## src/hw/rtl/pst_pkg.sv

```systemverilog
// Shared types and constants for the priority-sorted handle table.
`timescale 1ns / 1ps
package pst_pkg;

  localparam int MAX_ENTRIES = 16;
  localparam int IDX_W       = (MAX_ENTRIES > 1) ? $clog2(MAX_ENTRIES) : 1;
  localparam int CNT_W       = $clog2(MAX_ENTRIES + 1);
  localparam int MODE_W      = 2;
  localparam int HANDLE_W    = 8;
  localparam int PRI_W       = 8;
  localparam int STATUS_W    = 2;

  typedef enum logic [MODE_W-1:0] {
    MODE_INSERT = 2'd0,
    MODE_REMOVE = 2'd1,
    MODE_ACTIVE = 2'd2,
    MODE_MAIN   = 2'd3
  } mode_t;

  typedef enum logic [STATUS_W-1:0] {
    ST_DONE     = 2'd0,
    ST_DUP      = 2'd1,
    ST_NOTFOUND = 2'd2,
    ST_FULL     = 2'd3
  } status_t;

  typedef struct packed {
    logic [HANDLE_W-1:0] handle;
    logic [PRI_W-1:0]    pri;
  } slot_t;

  typedef struct packed {
    logic              en;
    logic [IDX_W-1:0]  addr;
    slot_t             data;
  } slot_wr_t;

  typedef struct packed {
    status_t             status;
    logic [CNT_W-1:0]    entry_count;
    logic                main_valid;
    logic [HANDLE_W-1:0] main_handle;
    logic                active_valid;
    logic [HANDLE_W-1:0] active_handle;
  } result_t;

endpackage

```

## src/hw/rtl/pst_if.sv

```systemverilog
// Valid/ready channel interfaces for requests and results of the handle table.
`timescale 1ns / 1ps
interface pst_in_if import pst_pkg::*; ();
  logic                valid;
  logic                ready;
  logic [MODE_W-1:0]   mode;
  logic [HANDLE_W-1:0] handle;
  logic [PRI_W-1:0]    priority_req;

  modport source (output valid, mode, handle, priority_req, input ready);
  modport sink   (input valid, mode, handle, priority_req, output ready);
endinterface

interface pst_out_if import pst_pkg::*; ();
  logic                valid;
  logic                ready;
  logic [STATUS_W-1:0] status;
  logic [CNT_W-1:0]    entry_count;
  logic                main_valid;
  logic [HANDLE_W-1:0] main_handle;
  logic                active_valid;
  logic [HANDLE_W-1:0] active_handle;

  modport source (output valid, status, entry_count, main_valid, main_handle,
                  active_valid, active_handle, input ready);
  modport sink   (input valid, status, entry_count, main_valid, main_handle,
                  active_valid, active_handle, output ready);
endinterface

```

## src/hw/rtl/pst_store.sv

```systemverilog
// Slot memory: one write port and one read port with registered read data.
`timescale 1ns / 1ps
module pst_store import pst_pkg::*; (
  input  logic             clk,
  input  logic [IDX_W-1:0] rd_addr,
  output slot_t            rd_data_r,
  input  slot_wr_t         wr
);

  slot_t mem [MAX_ENTRIES];

  always_ff @(posedge clk) begin
    if (wr.en) begin
      mem[wr.addr] <= wr.data;
    end
    rd_data_r <= mem[rd_addr];
  end

endmodule

```

## src/hw/rtl/pst_engine.sv

```systemverilog
// Sequencer that scans, shifts and updates the sorted table one slot per cycle.
`timescale 1ns / 1ps
module pst_engine import pst_pkg::*; (
  input  logic                clk,
  input  logic                rst_n,
  input  logic                req_valid,
  output logic                req_ready,
  input  logic [MODE_W-1:0]   req_mode,
  input  logic [HANDLE_W-1:0] req_handle,
  input  logic [PRI_W-1:0]    req_pri,
  output logic [IDX_W-1:0]    rd_addr,
  input  slot_t               rd_data,
  output slot_wr_t            wr,
  output logic                res_valid,
  input  logic                res_ready,
  output result_t             res
);

  typedef enum logic [4:0] {
    S_IDLE   = 5'b00001,
    S_SCAN   = 5'b00010,
    S_SHIFT  = 5'b00100,
    S_PLACE  = 5'b01000,
    S_FINISH = 5'b10000
  } state_t;

  state_t              state_r;
  mode_t               mode_r;
  logic [HANDLE_W-1:0] handle_r;
  logic [PRI_W-1:0]    pri_r;
  status_t             status_r;
  logic [CNT_W-1:0]    count_r;
  logic [HANDLE_W-1:0] main_id_r;
  logic                main_set_r;
  logic [HANDLE_W-1:0] active_id_r;
  logic                active_set_r;
  logic [CNT_W-1:0]    rd_ptr_r;
  logic                pend_r;
  logic [CNT_W-1:0]    cmp_idx_r;
  logic                found_r;
  logic [CNT_W-1:0]    hit_pos_r;
  logic                pos_found_r;
  logic [CNT_W-1:0]    ins_pos_r;
  logic [CNT_W-1:0]    place_pos_r;
  logic [CNT_W-1:0]    mv_r;
  logic [HANDLE_W-1:0] head0_r;
  logic [HANDLE_W-1:0] head1_r;

  logic issue;
  logic scan_done;
  logic shift_done;

  assign issue = ((state_r == S_SCAN) && (rd_ptr_r != count_r)) ||
                 ((state_r == S_SHIFT) && (mv_r != '0));
  assign scan_done  = (rd_ptr_r == count_r) && !pend_r;
  assign shift_done = (mv_r == '0) && !pend_r;
  assign rd_addr    = rd_ptr_r[IDX_W-1:0];

  // Insert moves entries one place up, remove one place down.
  always_comb begin
    wr = '0;
    if ((state_r == S_SHIFT) && pend_r) begin
      wr.en   = 1'b1;
      wr.data = rd_data;
      if (mode_r == MODE_INSERT) begin
        wr.addr = cmp_idx_r[IDX_W-1:0] + IDX_W'(1);
      end else begin
        wr.addr = cmp_idx_r[IDX_W-1:0] - IDX_W'(1);
      end
    end else if (state_r == S_PLACE) begin
      wr.en          = 1'b1;
      wr.addr        = place_pos_r[IDX_W-1:0];
      wr.data.handle = handle_r;
      wr.data.pri    = pri_r;
    end
  end

  assign req_ready = (state_r == S_IDLE);
  assign res_valid = (state_r == S_FINISH);

  always_comb begin
    res.status        = status_r;
    res.entry_count   = count_r;
    res.main_valid    = main_set_r;
    res.main_handle   = main_id_r;
    res.active_valid  = active_set_r;
    res.active_handle = active_id_r;
  end

  always_ff @(posedge clk) begin
    if (!rst_n) begin
      state_r      <= S_IDLE;
      count_r      <= '0;
      main_id_r    <= '0;
      main_set_r   <= 1'b0;
      active_id_r  <= '0;
      active_set_r <= 1'b0;
      pend_r       <= 1'b0;
    end else begin
      pend_r    <= issue;
      cmp_idx_r <= rd_ptr_r;
      unique case (state_r)
        S_IDLE: begin
          if (req_valid) begin
            mode_r      <= mode_t'(req_mode);
            handle_r    <= req_handle;
            pri_r       <= req_pri;
            status_r    <= ST_DONE;
            found_r     <= 1'b0;
            pos_found_r <= 1'b0;
            rd_ptr_r    <= '0;
            case (mode_t'(req_mode))
              MODE_ACTIVE: begin
                active_id_r  <= req_handle;
                active_set_r <= 1'b1;
                state_r      <= S_FINISH;
              end
              MODE_MAIN: begin
                main_id_r  <= req_handle;
                main_set_r <= 1'b1;
                state_r    <= S_FINISH;
              end
              default: begin
                state_r <= S_SCAN;
              end
            endcase
          end
        end
        S_SCAN: begin
          if (issue) begin
            rd_ptr_r <= rd_ptr_r + CNT_W'(1);
          end
          // The shared comparator looks at the slot read in the previous cycle.
          if (pend_r) begin
            if (!found_r && (rd_data.handle == handle_r)) begin
              found_r   <= 1'b1;
              hit_pos_r <= cmp_idx_r;
            end
            if (!pos_found_r && (pri_r < rd_data.pri)) begin
              pos_found_r <= 1'b1;
              ins_pos_r   <= cmp_idx_r;
            end
            if (cmp_idx_r == CNT_W'(0)) begin
              head0_r <= rd_data.handle;
            end
            if (cmp_idx_r == CNT_W'(1)) begin
              head1_r <= rd_data.handle;
            end
          end
          if (scan_done) begin
            if (mode_r == MODE_INSERT) begin
              if (found_r) begin
                status_r <= ST_DUP;
                state_r  <= S_FINISH;
              end else if (count_r == CNT_W'(MAX_ENTRIES)) begin
                status_r <= ST_FULL;
                state_r  <= S_FINISH;
              end else begin
                place_pos_r <= pos_found_r ? ins_pos_r : count_r;
                mv_r        <= count_r - (pos_found_r ? ins_pos_r : count_r);
                rd_ptr_r    <= count_r - CNT_W'(1);
                state_r     <= S_SHIFT;
              end
            end else begin
              if (!found_r) begin
                status_r <= ST_NOTFOUND;
                state_r  <= S_FINISH;
              end else begin
                place_pos_r <= hit_pos_r;
                mv_r        <= count_r - CNT_W'(1) - hit_pos_r;
                rd_ptr_r    <= hit_pos_r + CNT_W'(1);
                state_r     <= S_SHIFT;
              end
            end
          end
        end
        S_SHIFT: begin
          if (issue) begin
            mv_r <= mv_r - CNT_W'(1);
            if (mode_r == MODE_INSERT) begin
              rd_ptr_r <= rd_ptr_r - CNT_W'(1);
            end else begin
              rd_ptr_r <= rd_ptr_r + CNT_W'(1);
            end
          end
          if (shift_done) begin
            if (mode_r == MODE_INSERT) begin
              state_r <= S_PLACE;
            end else begin
              count_r <= count_r - CNT_W'(1);
              if (main_set_r && (main_id_r == handle_r)) begin
                if (count_r != CNT_W'(1)) begin
                  // The new head is the old second entry if the head itself went.
                  main_id_r <= (place_pos_r == CNT_W'(0)) ? head1_r : head0_r;
                end else begin
                  main_id_r  <= '0;
                  main_set_r <= 1'b0;
                end
              end
              if (active_set_r && (active_id_r == handle_r)) begin
                active_id_r  <= '0;
                active_set_r <= 1'b0;
              end
              state_r <= S_FINISH;
            end
          end
        end
        S_PLACE: begin
          count_r <= count_r + CNT_W'(1);
          if (count_r == '0) begin
            main_id_r  <= handle_r;
            main_set_r <= 1'b1;
          end
          state_r <= S_FINISH;
        end
        S_FINISH: begin
          if (res_ready) begin
            state_r <= S_IDLE;
          end
        end
        default: begin
          state_r <= S_IDLE;
        end
      endcase
    end
  end

endmodule

```

## src/hw/rtl/priority_sorted_handle_table.sv

```systemverilog
// Top level of the priority-sorted handle table with its result register.
`timescale 1ns / 1ps
// The block holds up to MAX_ENTRIES handles sorted by ascending priority, plus
// a main and an active handle, and serves insert, remove, set-active and
// set-main requests, each answered by one result transfer. Requests are
// handled one at a time by a sequencer with a single comparator walking a
// one-read, one-write slot memory. A set-active or set-main result passes from
// the engine's finish state through the output register. An insert or remove
// scans the entries held; if it succeeds, it then shifts the slots past the
// affected position and, for an insert, writes the new entry. The next request
// is taken while a result still waits in the output register; a second
// finished result waits in the engine.
module priority_sorted_handle_table import pst_pkg::*; (
  input logic       clk,
  input logic       rst_n,
  pst_in_if.sink    in_ch,
  pst_out_if.source out_ch
);

  logic [IDX_W-1:0] rd_addr;
  slot_t            rd_data;
  slot_wr_t         wr;
  logic             res_valid;
  logic             res_ready;
  result_t          res;
  logic             out_valid_r;
  result_t          out_res_r;

  pst_store u_store (
    .clk       (clk),
    .rd_addr   (rd_addr),
    .rd_data_r (rd_data),
    .wr        (wr)
  );

  pst_engine u_engine (
    .clk        (clk),
    .rst_n      (rst_n),
    .req_valid  (in_ch.valid),
    .req_ready  (in_ch.ready),
    .req_mode   (in_ch.mode),
    .req_handle (in_ch.handle),
    .req_pri    (in_ch.priority_req),
    .rd_addr    (rd_addr),
    .rd_data    (rd_data),
    .wr         (wr),
    .res_valid  (res_valid),
    .res_ready  (res_ready),
    .res        (res)
  );

  assign res_ready = !out_valid_r || out_ch.ready;

  always_ff @(posedge clk) begin
    if (!rst_n) begin
      out_valid_r <= 1'b0;
    end else if (res_valid && res_ready) begin
      out_valid_r <= 1'b1;
    end else if (out_ch.ready) begin
      out_valid_r <= 1'b0;
    end
  end

  always_ff @(posedge clk) begin
    if (res_valid && res_ready) begin
      out_res_r <= res;
    end
  end

  assign out_ch.valid         = out_valid_r;
  assign out_ch.status        = out_res_r.status;
  assign out_ch.entry_count   = out_res_r.entry_count;
  assign out_ch.main_valid    = out_res_r.main_valid;
  assign out_ch.main_handle   = out_res_r.main_handle;
  assign out_ch.active_valid  = out_res_r.active_valid;
  assign out_ch.active_handle = out_res_r.active_handle;

endmodule

```

## src/flat_wrapper.sv

```systemverilog
// flat-port wrapper written by rule: the top's interface ports become plain ports
module priority_sorted_handle_table_flat import pst_pkg::*;
  (clk, rst_n, in_ch_valid, in_ch_mode, in_ch_handle, in_ch_priority_req, in_ch_ready, out_ch_valid, out_ch_status, out_ch_entry_count, out_ch_main_valid, out_ch_main_handle, out_ch_active_valid, out_ch_active_handle, out_ch_ready);
  pst_in_if in_ch_i ();
  pst_out_if out_ch_i ();
  input logic clk;
  input logic rst_n;
  input wire logic [$bits(in_ch_i.valid)-1:0] in_ch_valid;
  input wire logic [$bits(in_ch_i.mode)-1:0] in_ch_mode;
  input wire logic [$bits(in_ch_i.handle)-1:0] in_ch_handle;
  input wire logic [$bits(in_ch_i.priority_req)-1:0] in_ch_priority_req;
  output wire logic [$bits(in_ch_i.ready)-1:0] in_ch_ready;
  output wire logic [$bits(out_ch_i.valid)-1:0] out_ch_valid;
  output wire logic [$bits(out_ch_i.status)-1:0] out_ch_status;
  output wire logic [$bits(out_ch_i.entry_count)-1:0] out_ch_entry_count;
  output wire logic [$bits(out_ch_i.main_valid)-1:0] out_ch_main_valid;
  output wire logic [$bits(out_ch_i.main_handle)-1:0] out_ch_main_handle;
  output wire logic [$bits(out_ch_i.active_valid)-1:0] out_ch_active_valid;
  output wire logic [$bits(out_ch_i.active_handle)-1:0] out_ch_active_handle;
  input wire logic [$bits(out_ch_i.ready)-1:0] out_ch_ready;
  assign in_ch_i.valid = in_ch_valid;
  assign in_ch_i.mode = in_ch_mode;
  assign in_ch_i.handle = in_ch_handle;
  assign in_ch_i.priority_req = in_ch_priority_req;
  assign in_ch_ready = in_ch_i.ready;
  assign out_ch_valid = out_ch_i.valid;
  assign out_ch_status = out_ch_i.status;
  assign out_ch_entry_count = out_ch_i.entry_count;
  assign out_ch_main_valid = out_ch_i.main_valid;
  assign out_ch_main_handle = out_ch_i.main_handle;
  assign out_ch_active_valid = out_ch_i.active_valid;
  assign out_ch_active_handle = out_ch_i.active_handle;
  assign out_ch_i.ready = out_ch_ready;
  priority_sorted_handle_table u_core (.clk(clk), .rst_n(rst_n), .in_ch(in_ch_i), .out_ch(out_ch_i));
endmodule
```

## config.mk

```make
export PLATFORM = sky130hd
export DESIGN_NAME = priority_sorted_handle_table_flat
export DESIGN_NICKNAME = d
export VERILOG_FILES = /design/src/hw/rtl/pst_pkg.sv /design/src/hw/rtl/pst_if.sv /design/src/hw/rtl/pst_store.sv /design/src/hw/rtl/pst_engine.sv /design/src/hw/rtl/priority_sorted_handle_table.sv /design/src/flat_wrapper.sv
export SDC_FILE = /design/constraint.sdc
export NUM_CORES = 1
export LEC_CHECK = 0
export BUFFER_PORTS_ARGS = -buffer_cell sky130_fd_sc_hd__buf_2
export CAP_MARGIN = 30
export CORE_MARGIN = 2
export CORE_UTILIZATION = 42
export CTS_CLUSTER_DIAMETER = 100
export DETAILED_ROUTE_END_ITERATION = 16
export PLACE_DENSITY = 0.63
export SYNTH_ARGS = -nofsm -noshare
export SYNTH_HDL_FRONTEND = slang
export SYNTH_SLANG_ARGS = --single-unit
```

## constraint.sdc

```tcl
create_clock -name clk -period 3.8 [get_ports clk]
set_input_delay 0.38 -clock clk [delete_from_list [all_inputs] [get_ports clk]]
set_output_delay 0.38 -clock clk [all_outputs]
set_load 0.01 [all_outputs]
```

==> flow_summary.ini <==
[floorplanning]
die_w_um = 202
die_y_um = 202
core_sq_um = 38700
rows = 72
pin_count = 49
die_area_sq_um = 40900
start_util = 0.426

[timing]
hold_slack_ns = 0.0382
max_freq_mhz = 353
rsz0062_at_grt = no
final_max_slew_viol_count = 0
setup_violations = 0
final.setup.tns_ns = 0
period_needed_ns = 2.83
hold_viol = 0
setup_ws_ns = 0.971
slew_headroom = 0.362
period_share = 0.745
worst_pin_slew_ns = 0.951
fin_skew_ns = 0.0198

[placement]
post_dp_cell_area_sq_um = 17600
io_buffers = 48
place_ws_ns = 0.989
routabilityCongestion = 0.833
dp_hpwl_mm = 23.7

[layout]
fin_area_sq_um = 18900
fin_nets = 1124
fin_util = 0.489
n_fill_cell = 3231
area_growth_pct = 14.7
diodes = 0
layout-drive-gt1-share = 0.238

[logic_synthesis]
yosysMostFrequentCell = edfxtp_1
yosysSeqAreaShare = 0.690
syn_area_sq_um = 16500
netlist_top_cells_count = edfxtp_1, mux4_2, nand2_1
async_flop_share = 0
ys_warn_count = 0
synth_area_leader_cell = edfxtp_1
synthDistinctLibCells = 66
ys_seq_elements = 395
avgSynthCellArea_sq_um = 16.7
synth.area.top_cells = edfxtp_1, mux4_2, dfxtp_1
postSynthCellCount = 987
synthesis.nets = 1039
synth_top_area_share = 0.635
synth_edf_count = 349
synthFlopType = edfxtp_1

[critical_path]
crit_path_start_kind = register
path_class = reg2reg
critPathCaptureType = register
cp.arrival_ns = 3.09
crit_fanout = 10
cp_slowest_stage_delay_ns = 0.60
cp_slowest_cell = dfxtp_1
path_cells = inv_1 -> ha_1 -> nand4bb_1 -> nand2_1 -> nor2_1 -> or3_1 -> nand3b_1 -> nor3_1 -> buf_4
critPathRequiredTime_ns = 4.06

[grt]
grt_usage = 0.179
grt_overflow = 0
grt_pass1_wl_mm = 54.9
grt_start_max_net_pins = 72
grt_pass1_vias = 9088
antenna_found_initial = 0

[routing]
met3_length_mm = 2.24
post_drt_wl_per_cell_um = 21.9
drtPass1Iterations = 5
top_layer = met4
drc_errors = 0
post_drt_via_cell_ratio = 5.50
wl_mm = 35.4
ant_nets = 0
route.met2.wl_mm = 16.6
drtIter0Drc = 609
vias = 8909
wl_met1_mm = 15.9

[run]
drv_cap = 0

[cts]
clk_pin_slew_worst_paths_ns = 0.06
postCtsHoldBufs = 6
cts_tree = done
clock_latency_ns = 0.57
clock_sinks = 395
cts_resized = 0
root_buffer = clkbuf_16
numCtsBuffers = 40
cts_setup_buffers = 0
cts.path.max_buffers = 3
cts-htree-levels = 2

[status]
outcome = finished, final reports clean

[pwr]
comb_power_share = 0.083
p_sw_frac = 0.231
p_seq_frac = 0.513
powerDensity_nw_per_um2 = 504
p_leak_uw = 0.00716
p_sw_uw = 2200
vdd_drop_max_mv = 0.386
intPower_uw = 7330
power_frac_clock = 0.404

[hold_path]
min_path_type = in2reg
[state kept, by name, indices dropped and copies added, names as in the netlist, 5 cells and up]
signal	cells
u_core.u_engine.active_id_r	8
u_core.u_store.mem	256
u_core.u_engine.head0_r	8
u_core.u_engine.ins_pos_r	5
u_core.out_ch.entry_count	5
u_core.u_engine.count_r	5
u_core.u_engine.head1_r	8
u_core.u_engine.main_id_r	8
u_core.u_engine.mv_r	5
u_core.u_engine.state_r	5
u_core.u_engine.handle_r	8
u_core.u_engine.hit_pos_r	5
u_core.out_ch.active_handle	8
u_core.u_engine.rd_ptr_r	5
u_core.u_engine.pri_r	8
u_core.out_ch.main_handle	8
u_core.u_engine.place_pos_r	5
u_core.u_store.rd_data_r	16
u_core.u_engine.cmp_idx_r	5
[through the flow]
step | total power, uW | std cells
2_1_floorplan | 5530 | 987
3_3_place_gp | 5760 | 1540
3_5_place_dp | 5780 | 1542
4_1_cts | 9640 | 1621
5_1_grt | 9890 | 1621
6_report | 9540 | 1621
[kinds of logic (layout without fill, tap and decap cells)]
family	count (synthesis)	after routing	share of synthesized area
flops	395	395	0.690
mux	93	93	0.117
fa+ha+maj	30	30	0.0241
xor+xnor	58	58	0.0316
buf+inv	79	195	0.0188
simple gates	201	201	0.0593
compound gates	131	131	0.0589
[layout make-up]
type | count | area (sq um) | area share
multi-input cells | 513 | 4850 | 0.256
clock buffers | 55 | 1160 | 0.0612
clock inverters | 18 | 149 | 0.00786
repair buffers | 90 | 611 | 0.0322
inverters | 32 | 120 | 0.00634
flip-flops and latches | 395 | 11400 | 0.602
well taps | 518 | 648 | 0.0342
[path summary, 6_finish.rpt]
path | to | start | slack [ns] | depth (start not counted)
setup / recovery | u_core.u_engine.mv_r[2] | u_core.u_engine.count_r[0] | 0.97 | 9
hold / removal | u_core.u_engine.pri_r[6] | in_ch_priority_req[6] | 0.04 | 1
setup reg to reg | u_core.u_engine.mv_r[2] | u_core.u_engine.count_r[0] | 0.97 | 9
hold reg to reg | u_core.out_ch.status[0] | u_core.u_engine.status_r[0] | 0.42 | 0
[cell usage in the layout (no fill, tap or decap), types with 29 or more instances in the layout]
cell,n
mux4_2,80
nand2_1,64
edfxtp_1,349
buf_4,33
buf_2,48
dfxtp_1,46
xor2_1,29
inv_1,32
clkbuf_16,41
[metal layers]
layer,up-vias,GRT usage
met5,-,0
met4,0,0.0516
met3,45,0.0392
met2,264,0.280
met1,4556,0.253
li1,4044,-
[power groups by stage]
stage               Sequential [uW]  Combinational [uW]  Clock (uW)
finish                         4900                 792        3850
global route                   4900                 865        4120
CTS                            4890                 802        3950
detailed placement             4980                 794           0
global placement               4980                 780           0
floorplan                      4960                 571           0
[critical path: cells and delay by family (launching register included)]
family                   cells  cell delay (ns)
AND/OR/NAND/NOR              6             1.26
buffers and inverters        2             0.42
adder cells (fa/ha/maj)      1             0.26
flip-flops                   1             0.60
(Power assumes the default switching activity.)
